$ cat src/rtl/assert_macros.svh
// Assertion macros shared by the RTL.
`ifndef ASSERT_MACROS_SVH
`define ASSERT_MACROS_SVH

// Checks a property on every rising edge of clk outside reset.
`define SSTC_ASSERT(label, prop, msg) \
  label: assert property (@(posedge clk) disable iff (rst) (prop)) else $error(msg);

// Checks that an antecedent is followed by a consequent in the same cycle.
`define SSTC_IMPLY(label, ante, cons, msg) \
  `SSTC_ASSERT(label, (ante) |-> (cons), msg)

`endif

$ cat src/rtl/sstc_pkg.sv
package sstc_pkg;

  localparam int MAX_STEPS  = 16;
  localparam int MAX_VOICES = 16;
  localparam int STEP_W     = (MAX_STEPS > 1) ? $clog2(MAX_STEPS) : 1;

  localparam int MIN_W      = 25;
  localparam int DIV_W      = 13;
  localparam int MINUTE_SECS = 60;
  localparam int HOLDOFF_BLOCKS = 32;

  localparam logic signed [24:0] CNT_MIN = -25'sd8388608;
  localparam logic signed [25:0] CNT_MAX = 26'sd8388607;

  localparam int CFG_IDX_W  = 3;
  localparam int CFG_DATA_W = 18;

  localparam logic [CFG_IDX_W-1:0] REG_SAMPLE_RATE  = 3'd0;
  localparam logic [CFG_IDX_W-1:0] REG_BLOCK_FRAMES = 3'd1;
  localparam logic [CFG_IDX_W-1:0] REG_TEMPO_BPM    = 3'd2;
  localparam logic [CFG_IDX_W-1:0] REG_PITCH_OFFSET = 3'd3;
  localparam logic [CFG_IDX_W-1:0] REG_GATE_SELECT  = 3'd4;
  localparam logic [CFG_IDX_W-1:0] REG_SEQ_LENGTH   = 3'd5;

  localparam logic ACT_BLOCK = 1'b0;
  localparam logic ACT_WRITE = 1'b1;

  typedef struct packed {
    logic       action;
    logic       trigger_seen;
    logic       voice_found;
    logic [3:0] voice_index;
    logic [3:0] step_index;
    logic [6:0] step_pitch;
    logic       step_gate;
    logic [6:0] step_velocity;
  } in_item_t;

  typedef struct packed {
    logic       gate_out;
    logic [6:0] pitch_sum;
    logic [6:0] velocity_out;
    logic [3:0] voice_out;
    logic       start_marker;
  } out_item_t;

  typedef struct packed {
    logic [6:0] pitch;
    logic       gate;
    logic [6:0] velocity;
  } step_entry_t;

  localparam int ENTRY_W = $bits(step_entry_t);
  localparam step_entry_t ENTRY_RESET = '{pitch: 7'd31, gate: 1'b0, velocity: 7'd63};

  typedef enum logic [2:0] {
    ST_IDLE,
    ST_CALC,
    ST_DIV,
    ST_APPLY,
    ST_FIN
  } state_t;

endpackage

$ cat src/rtl/sstc_ram.sv
module sstc_ram #(
  parameter int WIDTH = 8,
  parameter int DEPTH = 16,
  localparam int AW = (DEPTH > 1) ? $clog2(DEPTH) : 1
) (
  input  logic             clk,
  input  logic             we,
  input  logic [AW-1:0]    wr_addr,
  input  logic [WIDTH-1:0] wr_data,
  input  logic             re,
  input  logic [AW-1:0]    rd_addr,
  output logic [WIDTH-1:0] rd_data
);

  logic [WIDTH-1:0] mem [DEPTH];

  always_ff @(posedge clk) begin
    if (we) begin
      mem[wr_addr] <= wr_data;
    end
    if (re) begin
      rd_data <= mem[rd_addr];
    end
  end

endmodule

$ cat src/rtl/sstc_divider.sv
module sstc_divider (
  input  logic                      clk,
  input  logic                      rst,
  input  logic                      start,
  input  logic [sstc_pkg::MIN_W-1:0] dividend,
  input  logic [sstc_pkg::DIV_W-1:0] divisor,
  output logic                      done,
  output logic [sstc_pkg::MIN_W-1:0] quotient,
  output logic [sstc_pkg::DIV_W-1:0] remainder
);
  import sstc_pkg::*;

  localparam int CNT_W = $clog2(MIN_W);

  logic             busy;
  logic [CNT_W-1:0] count;
  logic [DIV_W-1:0] div_reg;
  logic [DIV_W-1:0] rem_acc;
  logic [MIN_W-1:0] quo;
  logic [DIV_W:0]   trial;
  logic             fits;

  assign trial = {rem_acc, quo[MIN_W-1]};
  assign fits  = trial >= {1'b0, div_reg};

  always_ff @(posedge clk) begin
    if (rst) begin
      busy  <= 1'b0;
      done  <= 1'b0;
      count <= '0;
    end else begin
      done <= 1'b0;
      if (start) begin
        busy  <= 1'b1;
        count <= '0;
      end else if (busy) begin
        count <= count + 1'b1;
        if (count == CNT_W'(MIN_W - 1)) begin
          busy <= 1'b0;
          done <= 1'b1;
        end
      end
    end
  end

  // One quotient bit is settled per cycle, most significant first.
  always_ff @(posedge clk) begin
    if (start) begin
      div_reg <= divisor;
      rem_acc <= '0;
      quo     <= dividend;
    end else if (busy) begin
      if (fits) begin
        rem_acc <= DIV_W'(trial - {1'b0, div_reg});
        quo     <= {quo[MIN_W-2:0], 1'b1};
      end else begin
        rem_acc <= trial[DIV_W-1:0];
        quo     <= {quo[MIN_W-2:0], 1'b0};
      end
    end
  end

  assign quotient  = quo;
  assign remainder = rem_acc;

endmodule

$ cat src/rtl/step_sequencer_tempo_clock.sv
// Step sequencer with a tempo clock. Each beat on the input channel is either one audio
// block, which always yields exactly one result beat, or a write to one step of the
// pitch, gate and velocity tables, which yields none. A write is taken in the idle state.
// A block without a tick passes from calc straight to finish; a block that ticks starts
// the bit-serial divider, which works out the frames to the next tick, one quotient bit
// per cycle over 25 bits, and applies its result before finish. A stalled result beat
// holds the block for as long as it waits. The step tables live in a 16-entry RAM with
// registered read; after reset every entry reads as its default until first written.
// The configuration port is always ready and must only be written while the block is idle.
module step_sequencer_tempo_clock (
  input  logic                           clk,
  input  logic                           rst,
  input  logic                           in_valid,
  output logic                           in_stall,
  input  sstc_pkg::in_item_t             in_data,
  output logic                           out_valid,
  input  logic                           out_stall,
  output sstc_pkg::out_item_t            out_data,
  input  logic                           cfg_valid,
  output logic                           cfg_ready,
  input  logic [sstc_pkg::CFG_IDX_W-1:0]  cfg_index,
  input  logic [sstc_pkg::CFG_DATA_W-1:0] cfg_data
);
  import sstc_pkg::*;

  `include "assert_macros.svh"

  state_t state, state_next;

  logic [17:0] sample_rate;
  logic [12:0] block_frames;
  logic [8:0]  tempo_bpm;
  logic [5:0]  pitch_offset;
  logic [1:0]  gate_select;
  logic [4:0]  seq_length;

  logic signed [23:0] frames_to_tick;
  logic [DIV_W-1:0]   tempo_remainder;
  logic               restart_pending;
  logic [5:0]         holdoff_count;
  logic [1:0]         sub_tick;
  logic [STEP_W-1:0]  step_position;
  logic               gate_level;
  logic [6:0]         pitch_level;
  logic [6:0]         velocity_level;
  logic [3:0]         active_voice;
  logic               start_flag;
  logic [MAX_STEPS-1:0] entry_valid;

  logic       voice_found_q;
  logic [3:0] voice_index_q;
  logic       rd_valid;

  logic in_accept, block_accept, write_accept, write_in_range;
  logic div_start, div_done, ram_re, load_out, tick_due;

  logic [MIN_W-1:0] div_quotient;
  logic [DIV_W-1:0] div_remainder;
  logic [MIN_W-1:0] minute;
  logic [DIV_W-1:0] divisor;
  logic [8:0]       bpm_eff;

  logic [ENTRY_W-1:0] ram_rd_data;
  step_entry_t        wr_entry, entry;
  logic [STEP_W-1:0]  rd_addr, pos_cur, pos_next;
  logic [1:0]         sub_cur;
  logic [5:0]         pos_inc, seq_eff, seq_ext;
  logic [7:0]         pitch_wide;
  logic [6:0]         pitch_sat;
  logic [2:0]         gate_len;
  logic               voice_ok;

  logic signed [24:0] frames_dec, frames_dec_sat;
  logic signed [25:0] frames_inc;
  logic signed [23:0] frames_inc_sat;

  assign cfg_ready    = 1'b1;
  assign in_accept    = in_valid && !in_stall;
  assign block_accept = in_accept && (in_data.action == ACT_BLOCK);
  assign write_accept = in_accept && (in_data.action == ACT_WRITE);
  assign write_in_range = int'(in_data.step_index) < MAX_STEPS;

  assign tick_due = frames_to_tick[23] || (frames_to_tick == '0);

  always_ff @(posedge clk) begin
    if (rst) begin
      state <= ST_IDLE;
    end else begin
      state <= state_next;
    end
  end

  always_comb begin
    state_next = state;
    in_stall   = 1'b1;
    div_start  = 1'b0;
    ram_re     = 1'b0;
    load_out   = 1'b0;
    case (state)
      ST_IDLE: begin
        in_stall = 1'b0;
        if (in_valid && (in_data.action == ACT_BLOCK)) begin
          state_next = ST_CALC;
        end
      end
      ST_CALC: begin
        if (tick_due) begin
          div_start  = 1'b1;
          ram_re     = 1'b1;
          state_next = ST_DIV;
        end else begin
          state_next = ST_FIN;
        end
      end
      ST_DIV: begin
        if (div_done) begin
          state_next = ST_APPLY;
        end
      end
      ST_APPLY: begin
        state_next = ST_FIN;
      end
      ST_FIN: begin
        if (!out_valid || !out_stall) begin
          load_out   = 1'b1;
          state_next = ST_IDLE;
        end
      end
      default: begin
        state_next = ST_IDLE;
      end
    endcase
  end

  always_ff @(posedge clk) begin
    if (rst) begin
      sample_rate  <= 18'd44100;
      block_frames <= 13'd64;
      tempo_bpm    <= 9'd120;
      pitch_offset <= 6'd32;
      gate_select  <= 2'd0;
      seq_length   <= 5'd16;
    end else if (cfg_valid && cfg_ready) begin
      case (cfg_index)
        REG_SAMPLE_RATE:  sample_rate  <= cfg_data[17:0];
        REG_BLOCK_FRAMES: block_frames <= cfg_data[12:0];
        REG_TEMPO_BPM:    tempo_bpm    <= cfg_data[8:0];
        REG_PITCH_OFFSET: pitch_offset <= cfg_data[5:0];
        REG_GATE_SELECT:  gate_select  <= cfg_data[1:0];
        REG_SEQ_LENGTH:   seq_length   <= cfg_data[4:0];
        default: ;
      endcase
    end
  end

  assign wr_entry = '{pitch: in_data.step_pitch, gate: in_data.step_gate,
                      velocity: in_data.step_velocity};

  sstc_ram #(
    .WIDTH (ENTRY_W),
    .DEPTH (MAX_STEPS)
  ) u_step_ram (
    .clk     (clk),
    .we      (write_accept && write_in_range),
    .wr_addr (STEP_W'(in_data.step_index)),
    .wr_data (wr_entry),
    .re      (ram_re),
    .rd_addr (rd_addr),
    .rd_data (ram_rd_data)
  );

  assign bpm_eff = (tempo_bpm == '0) ? 9'd1 : tempo_bpm;
  assign divisor = {bpm_eff, 4'b0000};
  assign minute  = MIN_W'(sample_rate) * MIN_W'(MINUTE_SECS) + MIN_W'(tempo_remainder);

  sstc_divider u_divider (
    .clk       (clk),
    .rst       (rst),
    .start     (div_start),
    .dividend  (minute),
    .divisor   (divisor),
    .done      (div_done),
    .quotient  (div_quotient),
    .remainder (div_remainder)
  );

  assign frames_dec = {frames_to_tick[23], frames_to_tick} - $signed({12'b0, block_frames});
  assign frames_dec_sat = (frames_dec < CNT_MIN) ? CNT_MIN : frames_dec;
  assign frames_inc = {{2{frames_to_tick[23]}}, frames_to_tick} + $signed({1'b0, div_quotient});
  assign frames_inc_sat = (frames_inc > CNT_MAX) ? 24'sd8388607 : frames_inc[23:0];

  // A restart raised by this block already applies to its tick.
  assign pos_cur = restart_pending ? '0 : step_position;
  assign sub_cur = restart_pending ? 2'd0 : sub_tick;
  assign rd_addr = pos_cur;

  assign entry      = rd_valid ? step_entry_t'(ram_rd_data) : ENTRY_RESET;
  assign pitch_wide = {1'b0, entry.pitch} + {2'b00, pitch_offset};
  assign pitch_sat  = pitch_wide[7] ? 7'd127 : pitch_wide[6:0];
  assign gate_len   = 3'd4 - {1'b0, gate_select};
  assign voice_ok   = voice_found_q && (int'(voice_index_q) < MAX_VOICES);

  assign seq_ext  = {1'b0, seq_length};
  assign seq_eff  = (seq_ext > 6'(MAX_STEPS)) ? 6'(MAX_STEPS) : seq_ext;
  assign pos_inc  = 6'(pos_cur) + 6'd1;
  assign pos_next = (pos_inc >= seq_eff) ? '0 : STEP_W'(pos_inc);

  always_ff @(posedge clk) begin
    if (rst) begin
      frames_to_tick  <= '0;
      tempo_remainder <= '0;
      restart_pending <= 1'b0;
      holdoff_count   <= '0;
      sub_tick        <= '0;
      step_position   <= '0;
      gate_level      <= 1'b0;
      pitch_level     <= '0;
      velocity_level  <= '0;
      active_voice    <= '0;
      start_flag      <= 1'b0;
      entry_valid     <= '0;
      out_valid       <= 1'b0;
    end else begin
      if (block_accept) begin
        if (holdoff_count != '0) begin
          holdoff_count <= holdoff_count - 1'b1;
        end else if (in_data.trigger_seen && !restart_pending) begin
          restart_pending <= 1'b1;
          holdoff_count   <= 6'(HOLDOFF_BLOCKS);
        end
        frames_to_tick <= frames_dec_sat[23:0];
      end
      if (write_accept && write_in_range) begin
        entry_valid[STEP_W'(in_data.step_index)] <= 1'b1;
      end
      if (state == ST_APPLY) begin
        frames_to_tick  <= frames_inc_sat;
        tempo_remainder <= div_remainder;
        restart_pending <= 1'b0;
        start_flag      <= (pos_cur == '0);
        if (sub_cur == 2'd0) begin
          pitch_level    <= pitch_sat;
          velocity_level <= entry.velocity;
          active_voice   <= voice_ok ? voice_index_q : 4'd0;
          gate_level     <= voice_ok && entry.gate;
          step_position  <= pos_next;
        end
        if ({1'b0, sub_cur} == gate_len) begin
          gate_level <= 1'b0;
        end
        sub_tick <= sub_cur + 2'd1;
      end
      if (load_out) begin
        out_valid <= 1'b1;
      end else if (out_valid && !out_stall) begin
        out_valid <= 1'b0;
      end
    end
  end

  always_ff @(posedge clk) begin
    if (block_accept) begin
      voice_found_q <= in_data.voice_found;
      voice_index_q <= in_data.voice_index;
    end
    if (ram_re) begin
      rd_valid <= entry_valid[rd_addr];
    end
    if (load_out) begin
      out_data <= '{gate_out: gate_level, pitch_sum: pitch_level,
                    velocity_out: velocity_level, voice_out: active_voice,
                    start_marker: start_flag};
    end
  end

  `SSTC_IMPLY(a_out_from_fin, $rose(out_valid), $past(state == ST_FIN), "result outside finish")
  `SSTC_IMPLY(a_div_done_in_wait, div_done, state == ST_DIV, "divider done while not awaited")
  `SSTC_ASSERT(a_holdoff_range, holdoff_count <= 6'(HOLDOFF_BLOCKS), "holdoff out of range")
  `SSTC_IMPLY(a_restart_holdoff, $rose(restart_pending), holdoff_count == 6'(HOLDOFF_BLOCKS), "short holdoff")

endmodule
$ cat config.mk
export PLATFORM = sky130hd
export DESIGN_NAME = step_sequencer_tempo_clock
export DESIGN_NICKNAME = d
export VERILOG_FILES = /design/src/rtl/sstc_pkg.sv /design/src/rtl/sstc_ram.sv /design/src/rtl/sstc_divider.sv /design/src/rtl/step_sequencer_tempo_clock.sv
export VERILOG_INCLUDE_DIRS = /design/src /design/src/rtl
export SDC_FILE = /design/constraint.sdc
export NUM_CORES = 1
export LEC_CHECK = 0
export ABC_AREA = 1
export BUFFER_PORTS_ARGS = -buffer_cell sky130_fd_sc_hd__buf_2
export CAP_MARGIN = 30
export CORE_MARGIN = 2
export CORE_UTILIZATION = 50
export CTS_CLUSTER_DIAMETER = 30
export CTS_CLUSTER_SIZE = 30
export DETAILED_ROUTE_END_ITERATION = 7
export GPL_ROUTABILITY_DRIVEN = 1
export PLACE_DENSITY = 0.66
export SLEW_MARGIN = 20
export SYNTH_ARGS = -nofsm -noshare
export SYNTH_HDL_FRONTEND = slang
export SYNTH_SLANG_ARGS = --single-unit
$ cat constraint.sdc
create_clock -name clk -period 4.63 [get_ports clk]
set_input_delay 0.926 -clock clk [delete_from_list [all_inputs] [get_ports clk]]
set_output_delay 0.926 -clock clk [all_outputs]
set_load 0.02 [all_outputs]
==> impl_metrics.prom <==
# TYPE chip_impl_metric gauge
chip_impl_info{name="run_status",value="completed"} 1
chip_impl_info{name="worst_path_most_repeated_cell",value="sky130_fd_sc_hd__nand2_1"} 1
chip_impl_info{name="dominant_combinational_cell_family_by_area_after_synthesis",value="simple AND/OR/NAND/NOR gates"} 1
chip_impl_metric{name="finalCritPeriodShare",unit="%"} 92.43
chip_impl_metric{name="wl_per_cell",unit="µm"} 19.03
chip_impl_metric{name="fin_worst_hold_slack",unit="ns"} 0.4167
chip_impl_metric{name="worst-path-max-fanout",unit=""} 4
chip_impl_metric{name="netlist_instances",unit=""} 2598
chip_impl_metric{name="cpPeakStageDelay",unit="ns"} 0.53
chip_impl_metric{name="cts.clk_slew.worst_paths",unit="ns"} 0.05
chip_impl_metric{name="wire_length_of_the_first_global_routing_pass",unit="µm"} 102300
chip_impl_metric{name="synth.lib_cells_used.distinct",unit=""} 56
chip_impl_metric{name="r2r.worst_path.cells",unit=""} 22
chip_impl_metric{name="synth_enable_flop_cells",unit=""} 315
chip_impl_metric{name="ant_nets",unit=""} 0
chip_impl_metric{name="synth_fa_ha_area_share",unit="%"} 8.406
chip_impl_metric{name="static-leakage-power",unit="nW"} 11.84
chip_impl_metric{name="dpl-instance-area",unit="mm²"} 0.02529
chip_impl_metric{name="largest_register_ff_count",unit=""} 240
chip_impl_metric{name="maximum_operating_frequency",unit="MHz"} 233.7
chip_impl_metric{name="dr_total_vias",unit=""} 18990
chip_impl_metric{name="vias_per_cell",unit=""} 5.568
chip_impl_info{name="grt_setup_unrepaired",value="false"} 1
chip_impl_metric{name="net_total_in_the_final_layout",unit=""} 2903
chip_impl_metric{name="total_of_fill_cells_in_the_finished_design",unit=""} 3959
chip_impl_metric{name="worst-endpoint-arrival",unit="ns"} 4.67
chip_impl_info{name="ys.flop_type",value="sky130_fd_sc_hd__edfxtp_1"} 1
chip_impl_metric{name="synth.cell_area",unit="mm²"} 0.02423
chip_impl_info{name="hold_path.startpoint",value="velocity_level[1]"} 1
chip_impl_metric{name="ff2ff_setup_slack",unit="ns"} 0.35
chip_impl_info{name="path_cells",value="fa_1 > fa_1 > inv_1 > fa_1 > inv_1 > nand3_1 > nand3_2 > nand2_1 > nand2_1 > xor2_1 > ha_1 > a21o_1 > a31oi_1 > o21ai_0 > nor2_1 > nor2_4 > nand3_2 > nor2_4 > nand3_1 > nand2_1 > nand3_1 > nand2_1"} 1
chip_impl_metric{name="synth_compound_gate_area_share",unit="%"} 13.84
chip_impl_metric{name="multi_input_area",unit="mm²"} 0.01014
chip_impl_metric{name="synth-warning-count",unit=""} 0
chip_impl_metric{name="syn-mean-instance-area",unit="µm²"} 9.327
chip_impl_metric{name="power.density",unit="mW/mm²"} 608.8
chip_impl_metric{name="clock_tree.htree_level_count",unit=""} 3
chip_impl_info{name="mostFrequentLayoutCell",value="sky130_fd_sc_hd__nand2_1"} 1
chip_impl_metric{name="multiplexer_area_fraction_after_synthesis",unit="%"} 0
chip_impl_info{name="critical-path-slowest-cell",value="sky130_fd_sc_hd__fa_1"} 1
chip_impl_metric{name="total_power",unit="mW"} 17.57
chip_impl_metric{name="grt_pass1_vias",unit=""} 18930
chip_impl_metric{name="cts-root-to-sink-buffers",unit=""} 3
chip_impl_metric{name="gr-total-overflow",unit=""} 0
chip_impl_metric{name="timing.clock.skew",unit="ns"} 0.03500
chip_impl_metric{name="post_route_cells_drive_above_1_share",unit="%"} 13.95
chip_impl_metric{name="grt_antenna_before_repair",unit=""} 4
chip_impl_metric{name="post_layout_nonfiller_instances",unit=""} 3411
chip_impl_metric{name="core",unit="mm²"} 0.04775
chip_impl_metric{name="die_h",unit="µm"} 224.1
chip_impl_metric{name="dieArea",unit="mm²"} 0.05024
chip_impl_metric{name="die_x",unit="µm"} 224.1
chip_impl_metric{name="timing.max_cap.violations",unit=""} 0
chip_impl_metric{name="worst_slew_pin_slew",unit="ns"} 1.064
chip_impl_metric{name="totalNegativeSetupSlack",unit="ns"} 0
chip_impl_info{name="layout.cells.most_common_list",value="424 x sky130_fd_sc_hd__nand2_1, 315 x sky130_fd_sc_hd__edfxtp_1, 299 x sky130_fd_sc_hd__nor2_1"} 1
chip_impl_metric{name="site_row_count",unit=""} 80
chip_impl_info{name="timing.critical_path.from",value="sample_rate[0]"} 1
chip_impl_metric{name="relSlewSlack",unit="%"} 28.50
chip_impl_metric{name="vdd_drop_max",unit="mV"} 0.4426
chip_impl_info{name="timing_worst_setup_path_type",value="flip-flop to flip-flop"} 1
chip_impl_info{name="timing.rr.start",value="sample_rate[0]"} 1
chip_impl_metric{name="min_period",unit="ns"} 4.279
chip_impl_info{name="endpoint_kind",value="flip-flop"} 1
chip_impl_metric{name="data_required_critical_path",unit="ns"} 5.02
chip_impl_metric{name="timing_max_transition_violations_final",unit=""} 0
chip_impl_metric{name="design.portCount",unit=""} 75
chip_impl_metric{name="clock-sinks",unit=""} 478
chip_impl_metric{name="final_hold_viol_count",unit=""} 0
chip_impl_metric{name="grt_max_degree",unit=""} 80
chip_impl_info{name="cts.root.buffer_cell",value="sky130_fd_sc_hd__clkbuf_16"} 1
chip_impl_info{name="worstSetupStartpointType",value="flip-flop"} 1
chip_impl_metric{name="fin_area",unit="mm²"} 0.02886
chip_impl_info{name="worst_hold_path_type",value="flip-flop to flip-flop"} 1
chip_impl_metric{name="route.final.wire_length",unit="µm"} 64910
chip_impl_metric{name="final-seq-area",unit="mm²"} 0.01272
chip_impl_metric{name="global_routing_usage_summed_across_all_routing_layers",unit="%"} 26.32
chip_impl_metric{name="post_synth_and_or_nand_nor_area_fraction",unit="%"} 16.78
chip_impl_metric{name="start_util",unit="%"} 50.75
chip_impl_metric{name="place_hpwl",unit="µm"} 42860
chip_impl_metric{name="number_of_placed_instances_taps_included",unit=""} 3222
chip_impl_info{name="tritoncts",value="built"} 1
chip_impl_metric{name="setup_viol",unit=""} 0
chip_impl_metric{name="async_reset_ff_share",unit="%"} 0
chip_impl_info{name="r2r-end",value="u_divider.quotient[23]"} 1
chip_impl_metric{name="areaGrowthSynthToFinish",unit="%"} 19.09
chip_impl_info{name="hold_path_sink",value="out_data[6]"} 1
chip_impl_metric{name="placement.io_buffers",unit=""} 73
chip_impl_metric{name="synthesis.nets",unit=""} 2790
chip_impl_metric{name="clock_insertion_delay_worst_skew",unit="ns"} 0.66
chip_impl_metric{name="ys_seq_area_share",unit="%"} 52.50
chip_impl_metric{name="first_iter_violations",unit=""} 1404
chip_impl_metric{name="gp_congestion",unit=""} 0.8891
chip_impl_metric{name="drt-pass1-iter-count",unit=""} 6
chip_impl_metric{name="whs_path_depth",unit=""} 0
chip_impl_metric{name="ys_ff_latch",unit=""} 478
chip_impl_metric{name="cts_made_buffers",unit=""} 100
chip_impl_metric{name="post-route-drc-count",unit=""} 0
chip_impl_info{name="regMostFlops",value="u_step_ram.mem"} 1
chip_impl_metric{name="synth-xor-area-share",unit="%"} 2.484
[per-stage QoR]
step	utilization [%]	worst slack (ns)
3_3_place_gp	52.97	0.3027
6_report	60.44	0.3507
5_1_grt	60.44	0.0003122
4_1_cts	60.35	0.1870
2_1_floorplan	-	0.6166
3_5_place_dp	52.97	0.2354
[worst max-delay path by stage]
stage	end	slack (ns)	cells after the start
6_report	u_divider.quotient[23]	0.35	22
5_1_grt	u_divider.quotient[22]	0.0003	24
4_1_cts	u_divider.quotient[21]	0.19	21
3_5_place_dp	u_divider.quotient[22]	0.24	24
3_3_place_gp	u_divider.quotient[22]	0.30	24
2_1_floorplan	u_divider.quotient[22]	0.62	24
[final cells by class]
cell class              instances  area share [%]
flip-flops and latches        478           44.09
multi-input cells            1746           35.13
clock buffers                 129           9.868
inverters                     272           3.542
well taps                     615           2.666
clock inverters                57           2.350
repair buffers                113           2.350
diodes                          1        0.008672
[where the power goes]
group          switching, mW  total [mW]  internal [mW]
clock network           2.44        7.25           4.82
registers              0.351        5.41           5.06
logic                   3.28        4.90           1.62
total                   6.07        17.6           11.5
[critical path: cells and delay by family (launching register included)]
kind | cells | cell delay [ns]
xor+xnor | 1 | 0.19
flops | 1 | 0.34
fa+ha+maj | 4 | 1.78
buf+inv | 2 | 0.20
simple gates | 12 | 1.09
compound gates | 3 | 0.43
[kinds of logic after synthesis]
family	Yosys count
AND/OR/NAND/NOR	956
buffers and inverters	374
XOR/XNOR	67
flip-flops	478
adder cells (fa/ha/maj)	140
other	1
AO/OA/AOI/OAI	582
[cells in the mapped netlist, drive strengths merged (4+ instances only)]
| library cell | instances | area [µm²] |
|---|---|---|
| o211ai | 40 | 300.3 |
| nand3 | 98 | 525.5 |
| a31oi | 13 | 96.34 |
| dfxtp | 163 | 3263 |
| nor2 | 330 | 1291 |
| nand2 | 448 | 1747 |
| nor4 | 8 | 62.56 |
| a211oi | 4 | 30.03 |
| buf | 21 | 122.6 |
| o221ai | 36 | 315.3 |
| nand4 | 25 | 156.4 |
| a21oi | 139 | 706.9 |
| o21bai | 9 | 67.56 |
| fa | 38 | 760.7 |
| or2 | 9 | 56.30 |
| a21o | 12 | 90.09 |
| o2111ai | 4 | 35.03 |
| o21a | 4 | 30.03 |
| inv | 270 | 1013 |
| edfxtp | 315 | 9459 |
| ha | 102 | 1276 |
| nor3 | 32 | 186.4 |
| clkbuf | 81 | 304.0 |
| o21ai | 274 | 1379 |
| xor2 | 39 | 356.6 |
| o22ai | 42 | 262.8 |
| xnor2 | 28 | 245.2 |
[repair_timing]
item                                    CTS  global route
buffers inserted                          0             2
gates resized for setup                   0            12
endpoints found under the setup margin    0             7
hold buffers                              0             0
[layer usage]
| metal | wire (µm) | vias up | part of all wire, % | global-route usage [%] |
|---|---|---|---|---|
| met4 | 3276 | 8 | 5.0 | 14.47 |
| li1 | - | 9171 | - | - |
| met2 | 30810 | 645 | 47 | 44.24 |
| met1 | 26440 | 8993 | 41 | 32.29 |
| met5 | 52 | - | 0.080 | 0 |
| met3 | 4333 | 177 | 6.7 | 4.538 |
(Power assumes the default switching activity.)
